--- config.mk ---
export PLATFORM = sky130hd
export DESIGN_NAME = overwrite_ring_queue_average
export DESIGN_NICKNAME = d
export VERILOG_FILES = /design/src/rtl/orqa_pkg.sv /design/src/rtl/orqa_ctrl.sv /design/src/rtl/orqa_datapath.sv /design/src/rtl/overwrite_ring_queue_average.sv
export SDC_FILE = /design/constraint.sdc
export NUM_CORES = 1
export LEC_CHECK = 0
export ABC_AREA = 1
export BUFFER_PORTS_ARGS = -buffer_cell sky130_fd_sc_hd__buf_2
export CAP_MARGIN = 0
export CORE_ASPECT_RATIO = 0.8
export CORE_MARGIN = 3
export CORE_UTILIZATION = 45
export DETAILED_ROUTE_END_ITERATION = 12
export GPL_ROUTABILITY_DRIVEN = 0
export GPL_TIMING_DRIVEN = 0
export PLACE_DENSITY = 0.71
export SLEW_MARGIN = 20
export SYNTH_ARGS = -nofsm -noshare
export SYNTH_HDL_FRONTEND = slang
export SYNTH_SLANG_ARGS = --single-unit
--- constraint.sdc ---
create_clock -name aclk -period 6.5 [get_ports aclk]
set_clock_uncertainty 0.05 [all_clocks]
set_input_delay 0.325 -clock aclk [delete_from_list [all_inputs] [get_ports aclk]]
set_output_delay 0.325 -clock aclk [all_outputs]
set_load 0.01 [all_outputs]
--- src/rtl/orqa_pkg.sv ---
`default_nettype none
// ----------------------------------------------------------------------------
// orqa_pkg
// Shared types and constants for the overwrite ring queue with running mean.
// ----------------------------------------------------------------------------
package orqa_pkg;

    localparam int TAG_W     = 16;
    localparam int YEAR_W    = 14;
    localparam int CNT_W     = 6;
    localparam int SUM_W     = 20;
    localparam int DIV_BITS  = 2;
    localparam int DIV_STEPS = SUM_W / DIV_BITS;
    localparam int DCNT_W    = $clog2(DIV_STEPS);

    typedef enum logic {
        OP_INSERT = 1'b0,
        OP_REMOVE = 1'b1
    } op_t;

    typedef enum logic [1:0] {
        ST_INSERTED = 2'd0,
        ST_REMOVED  = 2'd1,
        ST_EMPTY    = 2'd2
    } status_t;

    typedef enum logic [1:0] {
        S_IDLE,
        S_EXEC,
        S_DIV,
        S_DONE
    } state_t;

    typedef struct packed {
        op_t               operation;
        logic [TAG_W-1:0]  item_tag;
        logic [YEAR_W-1:0] entry_year;
    } in_item_t;

    typedef struct packed {
        status_t           status;
        logic [YEAR_W-1:0] mean_year;
        logic [TAG_W-1:0]  removed_tag;
        logic [YEAR_W-1:0] removed_year;
        logic [CNT_W-1:0]  entry_count;
    } out_item_t;

    typedef struct packed {
        logic [TAG_W-1:0]  tag;
        logic [YEAR_W-1:0] year;
    } entry_t;

    typedef struct packed {
        logic load;
        logic exec;
        logic div_step;
        logic out_load;
    } ctl_cmd_t;

    typedef struct packed {
        logic is_insert;
        logic div_last;
        logic out_free;
    } ctl_stat_t;

endpackage
`default_nettype wire

--- src/rtl/orqa_ctrl.sv ---
`default_nettype none
// ----------------------------------------------------------------------------
// orqa_ctrl
// Sequencer: accept, update the ring, run the mean division, hand off result.
// ----------------------------------------------------------------------------
module orqa_ctrl
    import orqa_pkg::*;
(
    input  wire logic      aclk,
    input  wire logic      aresetn,
    input  wire logic      s_valid,
    output logic           s_ready,
    output ctl_cmd_t       cmd,
    input  wire ctl_stat_t stat
);

    state_t state_reg;
    state_t state_next;

    always_ff @(posedge aclk) begin
        if (!aresetn) begin
            state_reg <= S_IDLE;
        end else begin
            state_reg <= state_next;
        end
    end

    always_comb begin
        state_next = state_reg;
        unique case (state_reg)
            S_IDLE: begin
                if (s_valid) begin
                    state_next = S_EXEC;
                end
            end
            S_EXEC: begin
                state_next = stat.is_insert ? S_DIV : S_DONE;
            end
            S_DIV: begin
                if (stat.div_last) begin
                    state_next = S_DONE;
                end
            end
            S_DONE: begin
                if (stat.out_free) begin
                    state_next = S_IDLE;
                end
            end
            default: state_next = S_IDLE;
        endcase
    end

    always_comb begin
        s_ready      = 1'b0;
        cmd          = '0;
        unique case (state_reg)
            S_IDLE: begin
                s_ready  = 1'b1;
                cmd.load = s_valid;
            end
            S_EXEC: begin
                cmd.exec = 1'b1;
            end
            S_DIV: begin
                cmd.div_step = 1'b1;
            end
            S_DONE: begin
                cmd.out_load = stat.out_free;
            end
            default: begin
                s_ready = 1'b0;
            end
        endcase
    end

endmodule
`default_nettype wire

--- src/rtl/orqa_datapath.sv ---
`default_nettype none
// ----------------------------------------------------------------------------
// orqa_datapath
// Entry memory, ring pointers, running sum, radix-4 divider, result register.
// ----------------------------------------------------------------------------
module orqa_datapath
    import orqa_pkg::*;
#(
    parameter int SLOTS = 6
) (
    input  wire logic      aclk,
    input  wire logic      aresetn,
    input  wire in_item_t  s_data,
    output logic           m_valid,
    input  wire logic      m_ready,
    output out_item_t      m_data,
    input  wire ctl_cmd_t  cmd,
    output ctl_stat_t      stat
);

    localparam int IDX_W = (SLOTS > 1) ? $clog2(SLOTS) : 1;
    localparam logic [IDX_W-1:0] LAST_IDX = IDX_W'(SLOTS - 1);
    localparam logic [CNT_W-1:0] FULL_CNT = CNT_W'(SLOTS - 1);

    entry_t            mem [SLOTS];
    entry_t            rd_reg;
    in_item_t          in_reg;
    logic [IDX_W-1:0]  head_reg, head_next;
    logic [IDX_W-1:0]  tail_reg, tail_next;
    logic [CNT_W-1:0]  count_reg, count_next;
    logic [SUM_W-1:0]  sum_reg, sum_next;
    logic [CNT_W-1:0]  rem_reg, rem_next;
    logic [SUM_W-1:0]  quo_reg, quo_next;
    logic [CNT_W-1:0]  dvs_reg;
    logic [DCNT_W-1:0] dcnt_reg;
    status_t           res_status_reg;
    logic [TAG_W-1:0]  res_tag_reg;
    logic [YEAR_W-1:0] res_year_reg;
    logic              m_valid_reg;
    out_item_t         m_data_reg;

    logic              ins;
    logic              full;
    logic              empty;
    logic              drop;
    logic [SUM_W-1:0]  sum_drop;
    logic [CNT_W:0]    trial;

    // memory: write at tail, registered read at head
    always_ff @(posedge aclk) begin
        if (cmd.exec && ins) begin
            mem[tail_reg] <= entry_t'{tag: in_reg.item_tag, year: in_reg.entry_year};
        end
        rd_reg <= mem[head_reg];
    end

    assign ins   = (in_reg.operation == OP_INSERT);
    assign full  = (count_reg == FULL_CNT);
    assign empty = (count_reg == '0);
    assign drop  = ins ? full : !empty;

    always_comb begin
        sum_drop   = sum_reg - (drop ? SUM_W'(rd_reg.year) : '0);
        sum_next   = ins ? sum_drop + SUM_W'(in_reg.entry_year) : sum_drop;
        head_next  = drop ? ((head_reg == LAST_IDX) ? '0 : head_reg + 1'b1) : head_reg;
        tail_next  = ins ? ((tail_reg == LAST_IDX) ? '0 : tail_reg + 1'b1) : tail_reg;
        if (ins) begin
            count_next = full ? count_reg : count_reg + 1'b1;
        end else begin
            count_next = empty ? count_reg : count_reg - 1'b1;
        end
    end

    // two quotient bits per step
    always_comb begin
        rem_next = rem_reg;
        quo_next = quo_reg;
        trial    = '0;
        for (int k = 0; k < DIV_BITS; k++) begin
            trial    = {rem_next, quo_next[SUM_W-1]};
            quo_next = {quo_next[SUM_W-2:0], 1'b0};
            if (trial >= {1'b0, dvs_reg}) begin
                rem_next    = CNT_W'(trial - {1'b0, dvs_reg});
                quo_next[0] = 1'b1;
            end else begin
                rem_next = trial[CNT_W-1:0];
            end
        end
    end

    always_ff @(posedge aclk) begin
        if (!aresetn) begin
            head_reg    <= '0;
            tail_reg    <= '0;
            count_reg   <= '0;
            sum_reg     <= '0;
            m_valid_reg <= 1'b0;
        end else begin
            if (cmd.exec) begin
                head_reg  <= head_next;
                tail_reg  <= tail_next;
                count_reg <= count_next;
                sum_reg   <= sum_next;
            end
            if (cmd.out_load) begin
                m_valid_reg <= 1'b1;
            end else if (m_ready) begin
                m_valid_reg <= 1'b0;
            end
        end
    end

    always_ff @(posedge aclk) begin
        if (cmd.load) begin
            in_reg <= s_data;
        end
        if (cmd.exec) begin
            rem_reg  <= '0;
            quo_reg  <= sum_next;
            dvs_reg  <= count_next;
            dcnt_reg <= '0;
            if (ins) begin
                res_status_reg <= ST_INSERTED;
                res_tag_reg    <= '0;
                res_year_reg   <= '0;
            end else if (empty) begin
                res_status_reg <= ST_EMPTY;
                res_tag_reg    <= '0;
                res_year_reg   <= '0;
            end else begin
                res_status_reg <= ST_REMOVED;
                res_tag_reg    <= rd_reg.tag;
                res_year_reg   <= rd_reg.year;
            end
        end else if (cmd.div_step) begin
            rem_reg  <= rem_next;
            quo_reg  <= quo_next;
            dcnt_reg <= dcnt_reg + 1'b1;
        end
        if (cmd.out_load) begin
            m_data_reg.status       <= res_status_reg;
            m_data_reg.mean_year    <= (res_status_reg == ST_INSERTED) ?
                                       quo_reg[YEAR_W-1:0] : '0;
            m_data_reg.removed_tag  <= res_tag_reg;
            m_data_reg.removed_year <= res_year_reg;
            m_data_reg.entry_count  <= count_reg;
        end
    end

    assign stat.is_insert = ins;
    assign stat.div_last  = (dcnt_reg == DCNT_W'(DIV_STEPS - 1));
    assign stat.out_free  = !m_valid_reg || m_ready;

    assign m_valid = m_valid_reg;
    assign m_data  = m_data_reg;

endmodule
`default_nettype wire

--- src/rtl/overwrite_ring_queue_average.sv ---
`default_nettype none
// ----------------------------------------------------------------------------
// overwrite_ring_queue_average
// Ring queue of SLOTS-1 tagged entries that overwrites the oldest entry when
// full and reports the truncated mean of the held years after each insert.
// ----------------------------------------------------------------------------
// One transaction at a time. A remove passes through the execute and done
// states before the next acceptance; an insert also passes through the
// running-sum divider, which retires two quotient bits per cycle over the
// 20-bit sum (10 steps). The result sits in an output register, so a new
// transaction is taken while the previous result waits for m_ready. Removing
// from an empty queue returns the empty status and changes nothing; an insert
// into a full queue drops the oldest entry without reporting it.
// ----------------------------------------------------------------------------
module overwrite_ring_queue_average
    import orqa_pkg::*;
#(
    parameter int SLOTS = 6
) (
    input  wire logic     aclk,
    input  wire logic     aresetn,
    input  wire logic     s_valid,
    output logic          s_ready,
    input  wire in_item_t s_data,
    output logic          m_valid,
    input  wire logic     m_ready,
    output out_item_t     m_data
);

    ctl_cmd_t  cmd;
    ctl_stat_t stat;

    orqa_ctrl u_ctrl (
        .aclk    (aclk),
        .aresetn (aresetn),
        .s_valid (s_valid),
        .s_ready (s_ready),
        .cmd     (cmd),
        .stat    (stat)
    );

    orqa_datapath #(
        .SLOTS (SLOTS)
    ) u_datapath (
        .aclk    (aclk),
        .aresetn (aresetn),
        .s_data  (s_data),
        .m_valid (m_valid),
        .m_ready (m_ready),
        .m_data  (m_data),
        .cmd     (cmd),
        .stat    (stat)
    );

endmodule
`default_nettype wire
After elaboration in Yosys (flattened, before gate mapping)
Memories as Yosys holds them, arrays and structs flattened. A register that Yosys moved wholly into a read port is not among the register bits.
Index checks and enable logic that the tools add are counted.

word-level totals
  bits in registers = 186
  RAM bits = 180
  input port bits = 35
  output and inout port bits = 54
  logic and storage cells = 86
  memories kept = 1

cells by class
  $add $sub $neg = 9
  magnitude comparators = 2
  eq/ne operators = 10
  mux-type cells = 29
  bitwise operators = 1
  reductions and logical operators = 13

memories
  name            depth  bits a word  read ports  clocked after memory_dff  wr ports  RTL line             source
  u_datapath.mem  6      30           1           1                         1         orqa_datapath.sv:25  entry_t mem [SLOTS];

operator list
  cell                   count
  $mux W20               3
  $mux W6                5
  $add A20 B14 Y20       1
  $sub A20 B20 Y20       1
  $ge A7 B6 Y1           2
  $mux W14               1
  $mux W1                13
  $sub A6 B6 Y6          2
  $mux W2                4
  $pmux W2 S4            1
  $add A3 B1 Y3 const B  2
  $add A6 B1 Y6 const B  1
  $eq A3 B3 Y1 const B   2
  $eq A6 B3 Y1 const B   1
  $logic_not A6 Y1       1
  $mux W3                2
  $sub A6 B1 Y6 const B  1
  $add A4 B1 Y4 const B  1
  $eq A2 B2 Y1 const B   2
  $eq A4 B4 Y1 const B   1
  $logic_not A2 Y1       2
  $ne A2 B2 Y1 const B   2
  $reduce_and A2 Y1      2
  $reduce_bool A2 Y1     2
  8 further kinds        9

Logic depth before layout (Yosys ltp)
Gate-level depths: netlist (run 1).

  word-level depth = 8
  gate-level depth with buffers = 33
  depth with buffers taken out = 32

Cells and area by module
A second synthesis (run 1) with hierarchy kept.

unflattened totals
  cell total of the unflattened synthesis = 1541
  area, all modules = 16898.7 um^2

modules (own cells, without submodules)
  module         instances  cells each  area each (um^2)
  orqa_datapath  1          1507        16674.7
  orqa_ctrl      1          34          224.0

Least setup slack after synthesis (run 1)
Ideal clock, no wire load.

  path type = flip-flop to flip-flop
  start point = reg u_ctrl.state_reg[1]
  end point = mem u_datapath.mem[4][0] (netlist name) (enable)
  setup time = 0.493 ns
  data arrival time = 5.170 ns
  setup slack = 0.788 ns
  stages on the path, launching flop included = 9
  buffers on the path = 2
  cell sequence = dfxtp_1 inv_1 ha_1 buf_2 inv_1 nor2_1 inv_1 clkbuf_1 nor4_1

on the way
  word-level cells in the longest chain between the ends = 5

RTL lines
  element                        RTL line             source
  start, declared                orqa_ctrl.sv:17      state_t state_reg;
  start signal, assigned         orqa_ctrl.sv:24      state_reg <= state_next;
  $eq A2 B1 Y1                   orqa_ctrl.sv:56      unique case (state_reg)
  $mux W1                        orqa_ctrl.sv:56
  $logic_and A1 B1 Y1            orqa_datapath.sv:51  if (cmd.exec && ins) begin
  $mux W1                        orqa_datapath.sv:51
  $mux W1 (not written as such)  orqa_datapath.sv:52  mem[tail_reg] <= entry_t'{tag: in_reg.item_tag, year: in_reg.entry_year};
  end, declared                  orqa_datapath.sv:25

Every way passes these cells.

Worst setup path after layout (run 1)
  start point = reg u_datapath.count_reg[0]
  end point = reg u_datapath.quo_reg[15] (data pin)

on the way
  word-level cells in the longest chain between the ends = 8
  elaborated cells between the ends (all ways) = 9
  those cells by class = 2 x add/sub; 1 x eq/ne; 4 x mux; 2 x reduce/logical

RTL lines
  element                 RTL line              source
  start, declared         orqa_datapath.sv:30   logic [CNT_W-1:0] count_reg, count_next;
  start signal, assigned  orqa_datapath.sv:102  count_reg <= count_next;
  $logic_not A6 Y1        orqa_datapath.sv:59   assign empty = (count_reg == '0);
  $logic_not A1 Y1        orqa_datapath.sv:60   assign drop = ins ? full : !empty;
  $mux W1 *               orqa_datapath.sv:60
  $mux W14 *              orqa_datapath.sv:63   sum_drop = sum_reg - (drop ? SUM_W'(rd_reg.year) : '0);
  $sub A20 B20 Y20 *      orqa_datapath.sv:63
  $add A20 B14 Y20        orqa_datapath.sv:64   sum_next = ins ? sum_drop + SUM_W'(in_reg.entry_year) : sum_drop;
  $mux W20 *              orqa_datapath.sv:64
  $mux W20 *              orqa_datapath.sv:117  if (cmd.exec) begin
  end signal, assigned    orqa_datapath.sv:119  quo_reg <= sum_next;
  end signal, assigned    orqa_datapath.sv:137  quo_reg <= quo_next;
  end, declared           orqa_datapath.sv:33   logic [SUM_W-1:0] quo_reg, quo_next;

Mark *: on every way between the ends. The rest lies on a longest branch, timed or not.
A chain may end at the register's enable or synchronous reset.

==> flow_summary.html, run 1 <==
<table>
<tr><th>Metric</th><th>Value</th></tr>
<tr><th colspan="2">Floorplan</th></tr>
<tr><td>Chip Height</td><td>~180 um</td></tr>
<tr><td>Overall die area</td><td>40200 um^2</td></tr>
<tr><td>Number of standard-cell rows in the floorplan</td><td>63</td></tr>
<tr><td>Effective utilization at floorplan</td><td>a little under half</td></tr>
<tr><td>Core Area</td><td>37200 um^2</td></tr>
<tr><td>I/O Pins</td><td>89</td></tr>
<tr><td>Die X</td><td>224 um</td></tr>
<tr><th colspan="2">Clock network</th></tr>
<tr><td>CTS max path bufs</td><td>3</td></tr>
<tr><td>Clock tree from TritonCTS</td><td>built</td></tr>
<tr><td>Root buf cell</td><td>clkbuf_16</td></tr>
<tr><td>Clock latency on the worst-skew pair</td><td>roughly 0.55 ns</td></tr>
<tr><td>Clock buffers created by TritonCTS</td><td>41</td></tr>
<tr><td>Count of buffers added by post-CTS timing repair for setup</td><td>0</td></tr>
<tr><td>Clock input transition at the sequential cells of the worst setup and hold paths</td><td>approximately 0.060 ns</td></tr>
<tr><td>Max H-tree Level</td><td>2</td></tr>
<tr><td>Number of clock sinks</td><td>396</td></tr>
<tr><th colspan="2">Logic synthesis</th></tr>
<tr><td>Complex-gate fraction of the synthesized area</td><td>8.43%</td></tr>
<tr><td>Proportion of netlist area held by the largest area contributor</td><td>56.6%</td></tr>
<tr><td>Average cell area after synthesis</td><td>~11 um^2</td></tr>
<tr><td>Library cell with the largest summed area after synthesis</td><td>edfxtp_1</td></tr>
<tr><td>Post-synthesis adder-cell area fraction</td><td>around 4.3%</td></tr>
<tr><td>Number of standard cells after synthesis</td><td>1532</td></tr>
<tr><td>Top area cells in the synthesized netlist</td><td>edfxtp_1 57%, dfxtp_1 8.8%, nand2_1 6.1%</td></tr>
<tr><td>Post-Syn Area</td><td>about 17000 um^2</td></tr>
<tr><td>Sequential element share of the synthesized area</td><td>about two thirds</td></tr>
<tr><td>Post-Synthesis Net Count</td><td>1623</td></tr>
<tr><td>Largest family of logic cells by synthesized area</td><td>simple AND/OR/NAND/NOR gates</td></tr>
<tr><td>Fraction of the mapped netlist area in simple logic gates</td><td>15.0%</td></tr>
<tr><td>Proportion of synthesized flip-flops having asynchronous set or reset</td><td>0%</td></tr>
<tr><td>Cell variety after synth</td><td>53</td></tr>
<tr><td>Main synth FF type</td><td>edfxtp_1</td></tr>
<tr><td>Xor-xnor portion of the synthesized cell area</td><td>about 1.6%</td></tr>
<tr><td>Multiplexer fraction of the synthesized cell area</td><td>0%</td></tr>
<tr><td>Yosys Warn Count</td><td>0</td></tr>
<tr><td>Number of enable flip-flop cells after synthesis</td><td>321</td></tr>
<tr><td>Number of storage elements in the synthesis netlist</td><td>396</td></tr>
<tr><th colspan="2">Finish</th></tr>
<tr><td>Number of filler instances in the final layout</td><td>3020</td></tr>
<tr><td>Synthesis-to-layout area growth</td><td>18.2%</td></tr>
<tr><td>Sequential standard cell area</td><td>11100 um^2</td></tr>
<tr><td>Diode insertion count for antenna repair</td><td>0</td></tr>
<tr><td>Net count, final</td><td>1818</td></tr>
<tr><td>Max reg flops</td><td>180</td></tr>
<tr><td>Multi-input gate area in the final layout</td><td>a little over 5000 um^2</td></tr>
<tr><td>Share of final-layout standard cells stronger than drive strength 1</td><td>15.0%</td></tr>
<tr><th colspan="2">Detailed routing</th></tr>
<tr><td>Iteration count of the initial detailed-routing pass</td><td>5</td></tr>
<tr><td>Antenna Nets Post-Route</td><td>0</td></tr>
<tr><td>1st-iter DRT viols</td><td>1078</td></tr>
<tr><td>Via-to-Cell Ratio</td><td>5.20</td></tr>
<tr><td>Detailed-route wire length</td><td>39500 um</td></tr>
<tr><td>Routed WL per cell</td><td>17.6 um</td></tr>
<tr><td>Total number of vias</td><td>11694</td></tr>
<tr><td>DRC violations left</td><td>0</td></tr>
<tr><th colspan="2">Timing</th></tr>
<tr><td>Total count of hold-check failures in the final report</td><td>0</td></tr>
<tr><td>Max-slew headroom at the worst pin</td><td>between 40 and 50%</td></tr>
<tr><td>Post-route fraction of the period consumed by the critical path</td><td>roughly four fifths</td></tr>
<tr><td>Number of endpoints failing setup at the final stage</td><td>0</td></tr>
<tr><td>RSZ-0062 raised after global routing</td><td>no</td></tr>
<tr><td>PnR worst setup slack</td><td>around 1.4 ns</td></tr>
<tr><td>Worst Tran Pin Value</td><td>0.891 ns</td></tr>
<tr><td>Number of pins with negative max-slew slack in the final report</td><td>0</td></tr>
<tr><td>Final Hold Slack</td><td>0.0603 ns</td></tr>
<tr><td>Final min period</td><td>~5 ns</td></tr>
<tr><td>Fmax</td><td>approximately 0.20 GHz</td></tr>
<tr><th colspan="2">Global routing</th></tr>
<tr><td>Met3 routing resource usage after global routing</td><td>4.13%</td></tr>
<tr><td>Number of antenna violations at the first check in global routing</td><td>1</td></tr>
<tr><td>First-pass GRT wire length</td><td>62100 um</td></tr>
<tr><td>Most Crowded Layer GR</td><td>met2</td></tr>
<tr><td>Met1 track demand over resource</td><td>28.0%</td></tr>
<tr><td>Largest net degree at the start of global routing</td><td>30</td></tr>
<tr><td>Global-route usage over all layers</td><td>19.5%</td></tr>
<tr><td>GRT met2 Usage</td><td>29.6%</td></tr>
<tr><td>Number of global-route vias before repair</td><td>11407</td></tr>
<tr><td>Total gr overflow</td><td>0</td></tr>
<tr><th colspan="2">Place</th></tr>
<tr><td>Number of buffers added on ports</td><td>87</td></tr>
<tr><td>Half-perimeter wire length after detailed placement</td><td>roughly 28000 um</td></tr>
<tr><td>Post-placement setup slack</td><td>1.53 ns</td></tr>
<tr><th colspan="2">Power and ir drop</th></tr>
<tr><td>VDD IR-drop max</td><td>0.000391 V</td></tr>
<tr><td>Power per unit of standard cell area</td><td>575 nW/um^2</td></tr>
<tr><td>Static Leak</td><td>8.06 nW</td></tr>
<tr><td>Total power consumption of the routed design</td><td>between 0.01 and 0.015 W</td></tr>
<tr><th colspan="2">Worst hold path</th></tr>
<tr><td>Hold Path Class</td><td>in2reg</td></tr>
<tr><th colspan="2">Critical path</th></tr>
<tr><td>Worst-path maximum fanout</td><td>10</td></tr>
<tr><td>Data required, critical path</td><td>6.70 ns</td></tr>
<tr><td>Slowest Stage Delay on Critical Path</td><td>roughly 0.44 ns</td></tr>
<tr><td>Crit-path slowest cell</td><td>dfxtp_1</td></tr>
<tr><td>Crit path DAT</td><td>about 5.3 ns</td></tr>
<tr><td>Endpoint kind of the worst setup timing path</td><td>flip-flop</td></tr>
<tr><td>Category of the worst setup path launch point</td><td>flip-flop</td></tr>
<tr><td>Startpoint-to-endpoint class of the critical path</td><td>reg2reg</td></tr>
<tr><td>Crit path top cell by count</td><td>nand2_1</td></tr>
<tr><th colspan="2">Run status</th></tr>
<tr><td>Status</td><td>complete, no violations</td></tr>
<tr><th colspan="2">Job</th></tr>
<tr><td>Max Cap Violations</td><td>0</td></tr>
</table>
==> layout make-up <==
type                    instances  area share, %
repair buffers                152           5.17
clock buffers                  57           5.80
flip-flops and latches        396           55.3
clock inverters                19           1.15
plain buffers                  56           1.14
multi-input cells             902           25.0
well taps                     487           3.03
inverters                     178           3.32
==> path summary, 6_finish.rpt <==
check | cells past startpoint | slack [ns] | startpoint | endpoint
worst max register to register | 30 | 1.39 | u_datapath.count_reg[0] | u_datapath.quo_reg[15]
worst min-delay path | 4 | 0.06 | m_ready | u_datapath.m_valid
worst min register to register | 0 | 0.37 | u_datapath.res_year_reg[4] | u_datapath.m_data[10]
worst max-delay path | 30 | 1.39 | u_datapath.count_reg[0] | u_datapath.quo_reg[15]
==> power by group <==
group	switching [W]	internal, W	total (W)	leakage, nW
Clock	0.000980	0.00143	0.00241	0.681
Combinational	0.00356	0.00186	0.00541	3.81
Sequential	0.000298	0.00346	0.00375	3.57
Total	0.00483	0.00674	0.0116	8.06
==> critical path: cells and delay by family, from the launching register on <==
family,cells,cell delay [ns]
compound gates,3,0.47
buf+inv,6,0.87
fa+ha+maj,3,1.03
flops,1,0.44
simple gates,17,1.80
xor+xnor,1,0.17
==> repair_timing <==
| item | in CTS | in global routing |
|---|---|---|
| hold endpoints to repair | 31 | 0 |
| gates resized for setup | 0 | 0 |
| hold buffers | 31 | 0 |
==> synth_stat cells, types with 3 or more instances <==
cell and number:
inv_2 4, nor2_1 162, fa_1 4, clkbuf_1 39, edfxtp_1 321, nand3_1 65
o21bai_1 6, xor2_1 24, nand2_2 15, nor2_2 4, inv_1 172, nand2_1 277
nor3_1 7, xnor2_1 7, buf_2 7, ha_1 52, nor2_4 3, nand2_4 7
o311ai_0 30, a21oi_1 59, o211ai_1 5, a21oi_2 8, nand3_2 10, nand4_1 9
a31oi_1 5, o21ai_0 113, dfxtp_1 75, buf_1 8, nor4_1 4
==> routing by layer <==
layer / share of wire, % / wire (um)
met5: 0.018 / 7
met2: 44 / 17400
met4: 2.7 / 1080
met3: 8.5 / 3360
met1: 45 / 17700
==> logic make-up after synthesis <==
group / count (synthesis)
AO/OA/AOI/OAI: 239
XOR/XNOR: 31
adder cells (fa/ha/maj): 56
flip-flops: 396
AND/OR/NAND/NOR: 576
buffers and inverters: 234
==> stage by stage <==
stage          util (%)  setup TNS, ns  instances  cell area [um^2]
2_1_floorplan         -              0       1532             17000
4_1_cts            54.1              0       2247             20100
5_1_grt            54.1              0       2247             20100
6_report           54.1              0       2247             20100
3_5_place_dp       49.5              0       2140             18400
3_3_place_gp       48.6        -331.65       2106             18100
==> cell usage in the layout (no fill, tap or decap), types with 8 or more instances in the layout <==
cell           netlist  layout
o21ai_0            113     113
a21oi_1             59      58
nand3_1             65      65
buf_1                8       8
clkbuf_16            0      42
dlygate4sd3_1        0      31
edfxtp_1           321     321
clkbuf_1            39      48
buf_4                1      10
a21oi_2              8       8
xor2_1              24      24
ha_1                52      51
nand2_1            277     277
buf_2                7     112
nor2_1             162     162
nand2_2             15      15
o311ai_0            30      30
nand4_1              9       9
inv_1              172     171
nand3_2             10      10
dfxtp_1             75      75
(Power assumes the default switching activity.)
==> inputs of run 2 (changes only) <==
- PLACE_DENSITY: 0.71 -> 0.73
- clock period: 6.5 -> 4.57 ns (I/O delays scaled with it)
==> flow_summary.html, run 2 (synthesized netlist as in run 1, its figures left out) <==
<table>
<tr><th>Metric</th><th>Value</th></tr>
<tr><th colspan="2">Critical path</th></tr>
<tr><td>Worst-path maximum fanout</td><td>10</td></tr>
<tr><td>Crit path DAT</td><td>4.57 ns</td></tr>
<tr><td>Endpoint kind of the worst setup timing path</td><td>flip-flop</td></tr>
<tr><td>Category of the worst setup path launch point</td><td>flip-flop</td></tr>
<tr><td>Worst reg2reg setup slack</td><td>0.21 ns</td></tr>
<tr><td>Startpoint-to-endpoint class of the critical path</td><td>reg2reg</td></tr>
<tr><td>R2R depth</td><td>30</td></tr>
<tr><td>Crit-path slowest cell</td><td>dfxtp_2</td></tr>
<tr><td>Data required, critical path</td><td>approximately 4.8 ns</td></tr>
<tr><td>Slowest Stage Delay on Critical Path</td><td>0.35 ns</td></tr>
<tr><td>Crit path top cell by count</td><td>nand2_1</td></tr>
<tr><td>Crit Reg-Reg Endpoint</td><td>u_datapath.quo_reg[15]</td></tr>
<tr><td>Reg-to-reg startpoint</td><td>u_datapath.count_reg[0]</td></tr>
<tr><th colspan="2">Timing</th></tr>
<tr><td>Worst Tran Pin Value</td><td>0.924 ns</td></tr>
<tr><td>Final min period</td><td>roughly 4.4 ns</td></tr>
<tr><td>Final Hold Slack</td><td>0.0312 ns</td></tr>
<tr><td>Post-route fraction of the period consumed by the critical path</td><td>95.4%</td></tr>
<tr><td>Max-slew headroom at the worst pin</td><td>between 30 and 40%</td></tr>
<tr><td>PnR worst setup slack</td><td>0.211 ns</td></tr>
<tr><td>RSZ-0062 raised after global routing</td><td>yes</td></tr>
<tr><td>Number of pins with negative max-slew slack in the final report</td><td>0</td></tr>
<tr><td>Fmax</td><td>0.229 GHz</td></tr>
<tr><td>Number of endpoints failing setup at the final stage</td><td>0</td></tr>
<tr><td>Total count of hold-check failures in the final report</td><td>0</td></tr>
<tr><th colspan="2">Worst hold path</th></tr>
<tr><td>Worst hold path endpoint</td><td>u_datapath.head_reg[0]</td></tr>
<tr><td>Hold Path Class</td><td>in2reg</td></tr>
<tr><td>HP Start</td><td>aresetn</td></tr>
<tr><td>Hold Path Stages</td><td>3</td></tr>
<tr><th colspan="2">Finish</th></tr>
<tr><td>Top library cells by usage in the layout, fill and taps aside</td><td>321 x edfxtp_1, 269 x nand2_1, 166 x inv_1</td></tr>
<tr><td>Net count, final</td><td>1830</td></tr>
<tr><td>Leading cell type in the layout, fill and taps excluded</td><td>edfxtp_1</td></tr>
<tr><td>Synthesis-to-layout area growth</td><td>19.4%</td></tr>
<tr><td>Share of final-layout standard cells stronger than drive strength 1</td><td>17.4%</td></tr>
<tr><td>Number of filler instances in the final layout</td><td>3056</td></tr>
<tr><td>Final core utilization</td><td>54.7%</td></tr>
<tr><td>Max reg flops</td><td>180</td></tr>
<tr><td>Final std cell area, no fill</td><td>20300 um^2</td></tr>
<tr><th colspan="2">Clock network</th></tr>
<tr><td>Clock tree from TritonCTS</td><td>built</td></tr>
<tr><td>Number of clock sinks</td><td>about 400</td></tr>
<tr><td>Clock buffers created by TritonCTS</td><td>41</td></tr>
<tr><td>CTS max path bufs</td><td>3</td></tr>
<tr><td>Clock latency on the worst-skew pair</td><td>~0.54 ns</td></tr>
<tr><td>Clock input transition at the sequential cells of the worst setup and hold paths</td><td>0.06 ns</td></tr>
<tr><td>Max H-tree Level</td><td>2</td></tr>
<tr><td>Root buf cell</td><td>clkbuf_16</td></tr>
<tr><th colspan="2">Place</th></tr>
<tr><td>Post-placement setup slack</td><td>-0.349 ns</td></tr>
<tr><td>Half-perimeter wire length after detailed placement</td><td>28000 um</td></tr>
<tr><td>Number of buffers added on ports</td><td>87</td></tr>
<tr><td>Post-place instance area</td><td>18400 um^2</td></tr>
<tr><th colspan="2">Global routing</th></tr>
<tr><td>Total gr overflow</td><td>0</td></tr>
<tr><td>First-pass GRT wire length</td><td>62800 um</td></tr>
<tr><td>Largest net degree at the start of global routing</td><td>33</td></tr>
<tr><td>Number of antenna violations at the first check in global routing</td><td>2</td></tr>
<tr><td>Global-route usage over all layers</td><td>about a fifth</td></tr>
<tr><td>Number of global-route vias before repair</td><td>11631</td></tr>
<tr><th colspan="2">Power and ir drop</th></tr>
<tr><td>Power per unit of standard cell area</td><td>836 nW/um^2</td></tr>
<tr><td>VDD IR-drop max</td><td>0.000469 V</td></tr>
<tr><td>Static Leak</td><td>approximately 8.1 nW</td></tr>
<tr><th colspan="2">Detailed routing</th></tr>
<tr><td>Routed WL per cell</td><td>17.7 um</td></tr>
<tr><td>1st-iter DRT viols</td><td>1224</td></tr>
<tr><td>Via-to-Cell Ratio</td><td>5.27</td></tr>
<tr><td>Detailed-route wire length</td><td>40100 um</td></tr>
<tr><td>Antenna Nets Post-Route</td><td>0</td></tr>
<tr><td>DRC violations left</td><td>0</td></tr>
<tr><td>Iteration count of the initial detailed-routing pass</td><td>5</td></tr>
<tr><td>Total number of vias</td><td>11911</td></tr>
<tr><th colspan="2">Floorplan</th></tr>
<tr><td>Chip Height</td><td>180 um</td></tr>
<tr><td>Effective utilization at floorplan</td><td>45.8%</td></tr>
<tr><td>Number of standard-cell rows in the floorplan</td><td>63</td></tr>
<tr><td>Overall die area</td><td>40200 um^2</td></tr>
<tr><td>Die X</td><td>approximately 220 um</td></tr>
<tr><td>I/O Pins</td><td>89</td></tr>
<tr><td>Core Area</td><td>around 37000 um^2</td></tr>
<tr><th colspan="2">Run status</th></tr>
<tr><td>Status</td><td>complete, no violations</td></tr>
<tr><th colspan="2">Job</th></tr>
<tr><td>Max Cap Violations</td><td>0</td></tr>
</table>
## run 2: cell count changes in the layout (fill, tap and decap cells not counted), moves of 4 or more
cell | previous run | this run
nand2_1 | 277 | 269
nor2_2 | 4 | 8
ha_1 | 51 | 43
buf_4 | 10 | 26
a21oi_2 | 8 | 12
nand2_2 | 15 | 23
ha_4 | 0 | 6
a21oi_1 | 58 | 54
inv_1 | 171 | 166
inv_2 | 5 | 10
nor2_1 | 162 | 158
## run 2: worst max-delay path by stage
stage	start	endpoint	slack [ns]	cells after the start
global placement	u_ctrl.state_reg[1]	u_datapath.mem[0][24]	-4.05	8
global route	u_datapath.count_reg[1]	u_datapath.quo_reg[15]	-0.07	30
detailed placement	u_datapath.count_reg[0]	u_datapath.quo_reg[15]	-0.35	30
CTS	u_datapath.count_reg[0]	u_datapath.quo_reg[18]	0.008	31
floorplan	u_ctrl.state_reg[1]	u_datapath.mem[4][0]	-1.14	8
finish	u_datapath.count_reg[0]	u_datapath.quo_reg[15]	0.21	30
## run 2: per-layer routing
layer | vias to the layer above | track usage [%] | part of all wire, %
met3 | 91 | 2.69 | 7.0
met4 | 2 | 5.86 | 2.7
li1 | 5663 | - | -
met2 | 452 | 31.0 | 46
met1 | 5703 | 28.3 | 45
met5 | - | 0 | 0.017
## run 2: report_power, final
| group | total [W] | internal, W | switching (W) | leakage (nW) |
|---|---|---|---|---|
| clock network | 0.00330 | 0.00195 | 0.00135 | 0.652 |
| logic | 0.00836 | 0.00306 | 0.00529 | 3.88 |
| registers | 0.00535 | 0.00492 | 0.000437 | 3.57 |
## run 2: cell type report
cell class / instances / area, um^2 / area share, %
flip-flops and latches: 396 / 11100 / 54.8
multi-input cells: 902 / 5220 / 25.7
clock buffers: 58 / 1160 / 5.72
repair buffers: 164 / 1130 / 5.55
inverters: 178 / 668 / 3.29
well taps: 487 / 609 / 3.00
plain buffers: 56 / 234 / 1.15
clock inverters: 17 / 169 / 0.831
diodes: 1 / 2.50 / 0.0123
## run 2: per-stage QoR
step | std cells | total power, W | setup TNS (ns)
2_1_floorplan | 1532 | 0.0110 | -154.61
3_3_place_gp | 2106 | 0.0126 | -646.68
3_5_place_dp | 2136 | 0.0128 | -2.98
4_1_cts | 2244 | 0.0163 | 0
5_1_grt | 2258 | 0.0182 | -0.232
6_report | 2259 | 0.0170 | 0
## run 2: worst max-delay path, delay by kind of cell (launching register included)
kind | cells | cell delay, ns
simple gates | 18 | 1.90
fa+ha+maj | 3 | 0.71
buf+inv | 5 | 0.48
compound gates | 3 | 0.40
flops | 1 | 0.35
xor+xnor | 1 | 0.19
## run 2: timing repair
action / CTS / global route
pin swaps: 3 / 17
endpoints found under the setup margin: 18 / 28
setup buffers: 1 / 14
resized for setup: 6 / 37
hold endpoints to repair: 32 / 0
hold buffers: 32 / 0
==> inputs of run 3 (changes only) <==
- CTS_BUF_LIST: not set -> sky130_fd_sc_hd__clkbuf_16
- PLACE_DENSITY: 0.73 -> 0.59
- clock period: 4.57 -> 4.89 ns (I/O delays scaled with it)
==> flow_summary.html, run 3 (synthesized netlist as in run 1, its figures left out) <==
<table>
<tr><th>Metric</th><th>Value</th></tr>
<tr><th colspan="2">Power and ir drop</th></tr>
<tr><td>Static Leak</td><td>8.09 nW</td></tr>
<tr><td>VDD IR-drop max</td><td>0.000376 V</td></tr>
<tr><td>Power per unit of standard cell area</td><td>767 nW/um^2</td></tr>
<tr><th colspan="2">Detailed routing</th></tr>
<tr><td>Via-to-Cell Ratio</td><td>approximately 5.1</td></tr>
<tr><td>Antenna Nets Post-Route</td><td>0</td></tr>
<tr><td>Detailed-route wire length</td><td>40100 um</td></tr>
<tr><td>Iteration count of the initial detailed-routing pass</td><td>5</td></tr>
<tr><td>1st-iter DRT viols</td><td>1173</td></tr>
<tr><td>Total number of vias</td><td>about 12000</td></tr>
<tr><td>Routed WL per cell</td><td>17.8 um</td></tr>
<tr><td>DRC violations left</td><td>0</td></tr>
<tr><th colspan="2">Finish</th></tr>
<tr><td>Synthesis-to-layout area growth</td><td>18.4%</td></tr>
<tr><td>Max reg flops</td><td>180</td></tr>
<tr><td>Top library cells by usage in the layout, fill and taps aside</td><td>321 x edfxtp_1, 274 x nand2_1, 178 x inv_1</td></tr>
<tr><td>Net count, final</td><td>about 1800</td></tr>
<tr><td>Leading cell type in the layout, fill and taps excluded</td><td>edfxtp_1</td></tr>
<tr><td>Final std cell area, no fill</td><td>between 20000 and 25000 um^2</td></tr>
<tr><td>Diode insertion count for antenna repair</td><td>0</td></tr>
<tr><td>Share of final-layout standard cells stronger than drive strength 1</td><td>16.0%</td></tr>
<tr><td>Final core utilization</td><td>54.2%</td></tr>
<tr><th colspan="2">Critical path</th></tr>
<tr><td>Endpoint kind of the worst setup timing path</td><td>flip-flop</td></tr>
<tr><td>Crit path top cell by count</td><td>nand2_1</td></tr>
<tr><td>Category of the worst setup path launch point</td><td>flip-flop</td></tr>
<tr><td>Data required, critical path</td><td>5.09 ns</td></tr>
<tr><td>Worst-path maximum fanout</td><td>7</td></tr>
<tr><td>Crit path DAT</td><td>~4.8 ns</td></tr>
<tr><td>Slowest Stage Delay on Critical Path</td><td>between 0.3 and 0.4 ns</td></tr>
<tr><td>Worst reg2reg setup slack</td><td>0.31 ns</td></tr>
<tr><td>Crit-path slowest cell</td><td>dfxtp_1</td></tr>
<tr><td>Startpoint-to-endpoint class of the critical path</td><td>reg2reg</td></tr>
<tr><td>Reg-to-reg startpoint</td><td>u_datapath.count_reg[1]</td></tr>
<tr><td>R2R depth</td><td>29</td></tr>
<tr><td>Critical path startpoint</td><td>u_datapath.count_reg[1]</td></tr>
<tr><th colspan="2">Worst hold path</th></tr>
<tr><td>Hold Path Class</td><td>in2reg</td></tr>
<tr><td>HP Start</td><td>aresetn</td></tr>
<tr><td>Hold Path Stages</td><td>3</td></tr>
<tr><th colspan="2">Job</th></tr>
<tr><td>Max Cap Violations</td><td>0</td></tr>
<tr><th colspan="2">Global routing</th></tr>
<tr><td>Global-route usage over all layers</td><td>between 20 and 25%</td></tr>
<tr><td>Number of antenna violations at the first check in global routing</td><td>0</td></tr>
<tr><td>Largest net degree at the start of global routing</td><td>28</td></tr>
<tr><td>Number of global-route vias before repair</td><td>approximately 11000</td></tr>
<tr><td>First-pass GRT wire length</td><td>63000 um</td></tr>
<tr><td>Total gr overflow</td><td>0</td></tr>
<tr><th colspan="2">Floorplan</th></tr>
<tr><td>I/O Pins</td><td>89</td></tr>
<tr><td>Die X</td><td>roughly 220 um</td></tr>
<tr><td>Effective utilization at floorplan</td><td>45.8%</td></tr>
<tr><td>Number of standard-cell rows in the floorplan</td><td>63</td></tr>
<tr><td>Overall die area</td><td>between 40000 and 50000 um^2</td></tr>
<tr><td>Core Area</td><td>37200 um^2</td></tr>
<tr><td>Chip Height</td><td>180 um</td></tr>
<tr><th colspan="2">Timing</th></tr>
<tr><td>Worst Tran Pin Value</td><td>0.867 ns</td></tr>
<tr><td>Post-route fraction of the period consumed by the critical path</td><td>93.7%</td></tr>
<tr><td>Fmax</td><td>approximately 0.22 GHz</td></tr>
<tr><td>Total count of hold-check failures in the final report</td><td>0</td></tr>
<tr><td>Final min period</td><td>4.58 ns</td></tr>
<tr><td>PnR worst setup slack</td><td>0.309 ns</td></tr>
<tr><td>Max-slew headroom at the worst pin</td><td>42.2%</td></tr>
<tr><td>Number of endpoints failing setup at the final stage</td><td>0</td></tr>
<tr><td>Number of pins with negative max-slew slack in the final report</td><td>0</td></tr>
<tr><th colspan="2">Run status</th></tr>
<tr><td>Status</td><td>complete, no violations</td></tr>
<tr><th colspan="2">Clock network</th></tr>
<tr><td>Number of clock sinks</td><td>396</td></tr>
<tr><td>Clock latency on the worst-skew pair</td><td>0.54 ns</td></tr>
<tr><td>Max H-tree Level</td><td>2</td></tr>
<tr><td>Clock tree from TritonCTS</td><td>built</td></tr>
<tr><td>Clock input transition at the sequential cells of the worst setup and hold paths</td><td>roughly 0.06 ns</td></tr>
<tr><td>Clock buffers created by TritonCTS</td><td>41</td></tr>
<tr><td>Root buf cell</td><td>clkbuf_16</td></tr>
<tr><td>CTS max path bufs</td><td>3</td></tr>
<tr><th colspan="2">Place</th></tr>
<tr><td>Number of buffers added on ports</td><td>87</td></tr>
<tr><td>Half-perimeter wire length after detailed placement</td><td>28900 um</td></tr>
<tr><td>Post-placement setup slack</td><td>-0.145 ns</td></tr>
<tr><td>Post-place instance area</td><td>18400 um^2</td></tr>
</table>
[run 3: cell count changes in the layout (fill, tap and decap cells not counted), sizes merged]
cell      before  now
bufinv         3    5
buf          150  139
clkinv        12   18
inv          179  186
clkinvlp       1    3
diode          1    0
clkbuf        96   80
[run 3: repair_timing]
action / in CTS / in global routing
hold endpoints to repair: 32 / 0
gates cloned: 0 / 1
setup endpoints to repair: 8 / 25
gates resized for setup: 0 / 21
hold buffers: 32 / 0
setup buffers: 0 / 2
pin swaps: 0 / 4
[run 3: where the power goes]
group | internal (W) | switching [W]
logic | 0.00259 | 0.00479
registers | 0.00459 | 0.000396
clock network | 0.00182 | 0.00127
[run 3: metrics by stage]
step / power [W] / hold WS [ns] / setup TNS (ns) / std cells
final: 0.0155 / 0.0884 / 0 / 2248
after global routing: 0.0167 / 0.0903 / -0.0000879 / 2248
after CTS: 0.0152 / 0.0695 / 0 / 2245
after detailed placement: 0.0121 / 0.355 / -0.336 / 2139
after global placement: 0.0119 / 0.350 / -705.51 / 2106
after floorplan: 0.0103 / 0.293 / -98.69 / 1532
[run 3: worst max-delay path, delay by kind of cell (launching register included)]
family / cells / cell delay [ns]
AND/OR/NAND/NOR: 17 / 1.83
adder cells (fa/ha/maj): 3 / 0.80
buffers and inverters: 5 / 0.58
AO/OA/AOI/OAI: 3 / 0.43
flip-flops: 1 / 0.36
XOR/XNOR: 1 / 0.26
[run 3: cell type report]
class | instances | area, um^2
Multi-Input combinational cell | 902 | 5120
Clock inverter | 33 | 284
Timing Repair inverter | 1 | 7.51
Buffer | 55 | 226
Inverter | 178 | 672
Fill cell | 3261 | 17000
Sequential cell | 396 | 11100
Clock buffer | 42 | 1050
Tap cell | 487 | 609
Timing Repair Buffer | 154 | 1050
[run 3: layer usage]
layer / vias up / GRT usage (%) / wire length [um]
met5: - / 0 / 0
met4: 0 / 5.01 / 816
met1: 5501 / 31.8 / 20200
met3: 55 / 3.07 / 2550
met2: 325 / 28.8 / 16600
li1: 5641 / - / -
[run 3: final timing paths]
path                                                to
worst max-delay path            u_datapath.quo_reg[15]
worst min-delay path             u_datapath.sum_reg[7]
worst max register to register  u_datapath.quo_reg[15]
worst min register to register   u_datapath.m_data[24]
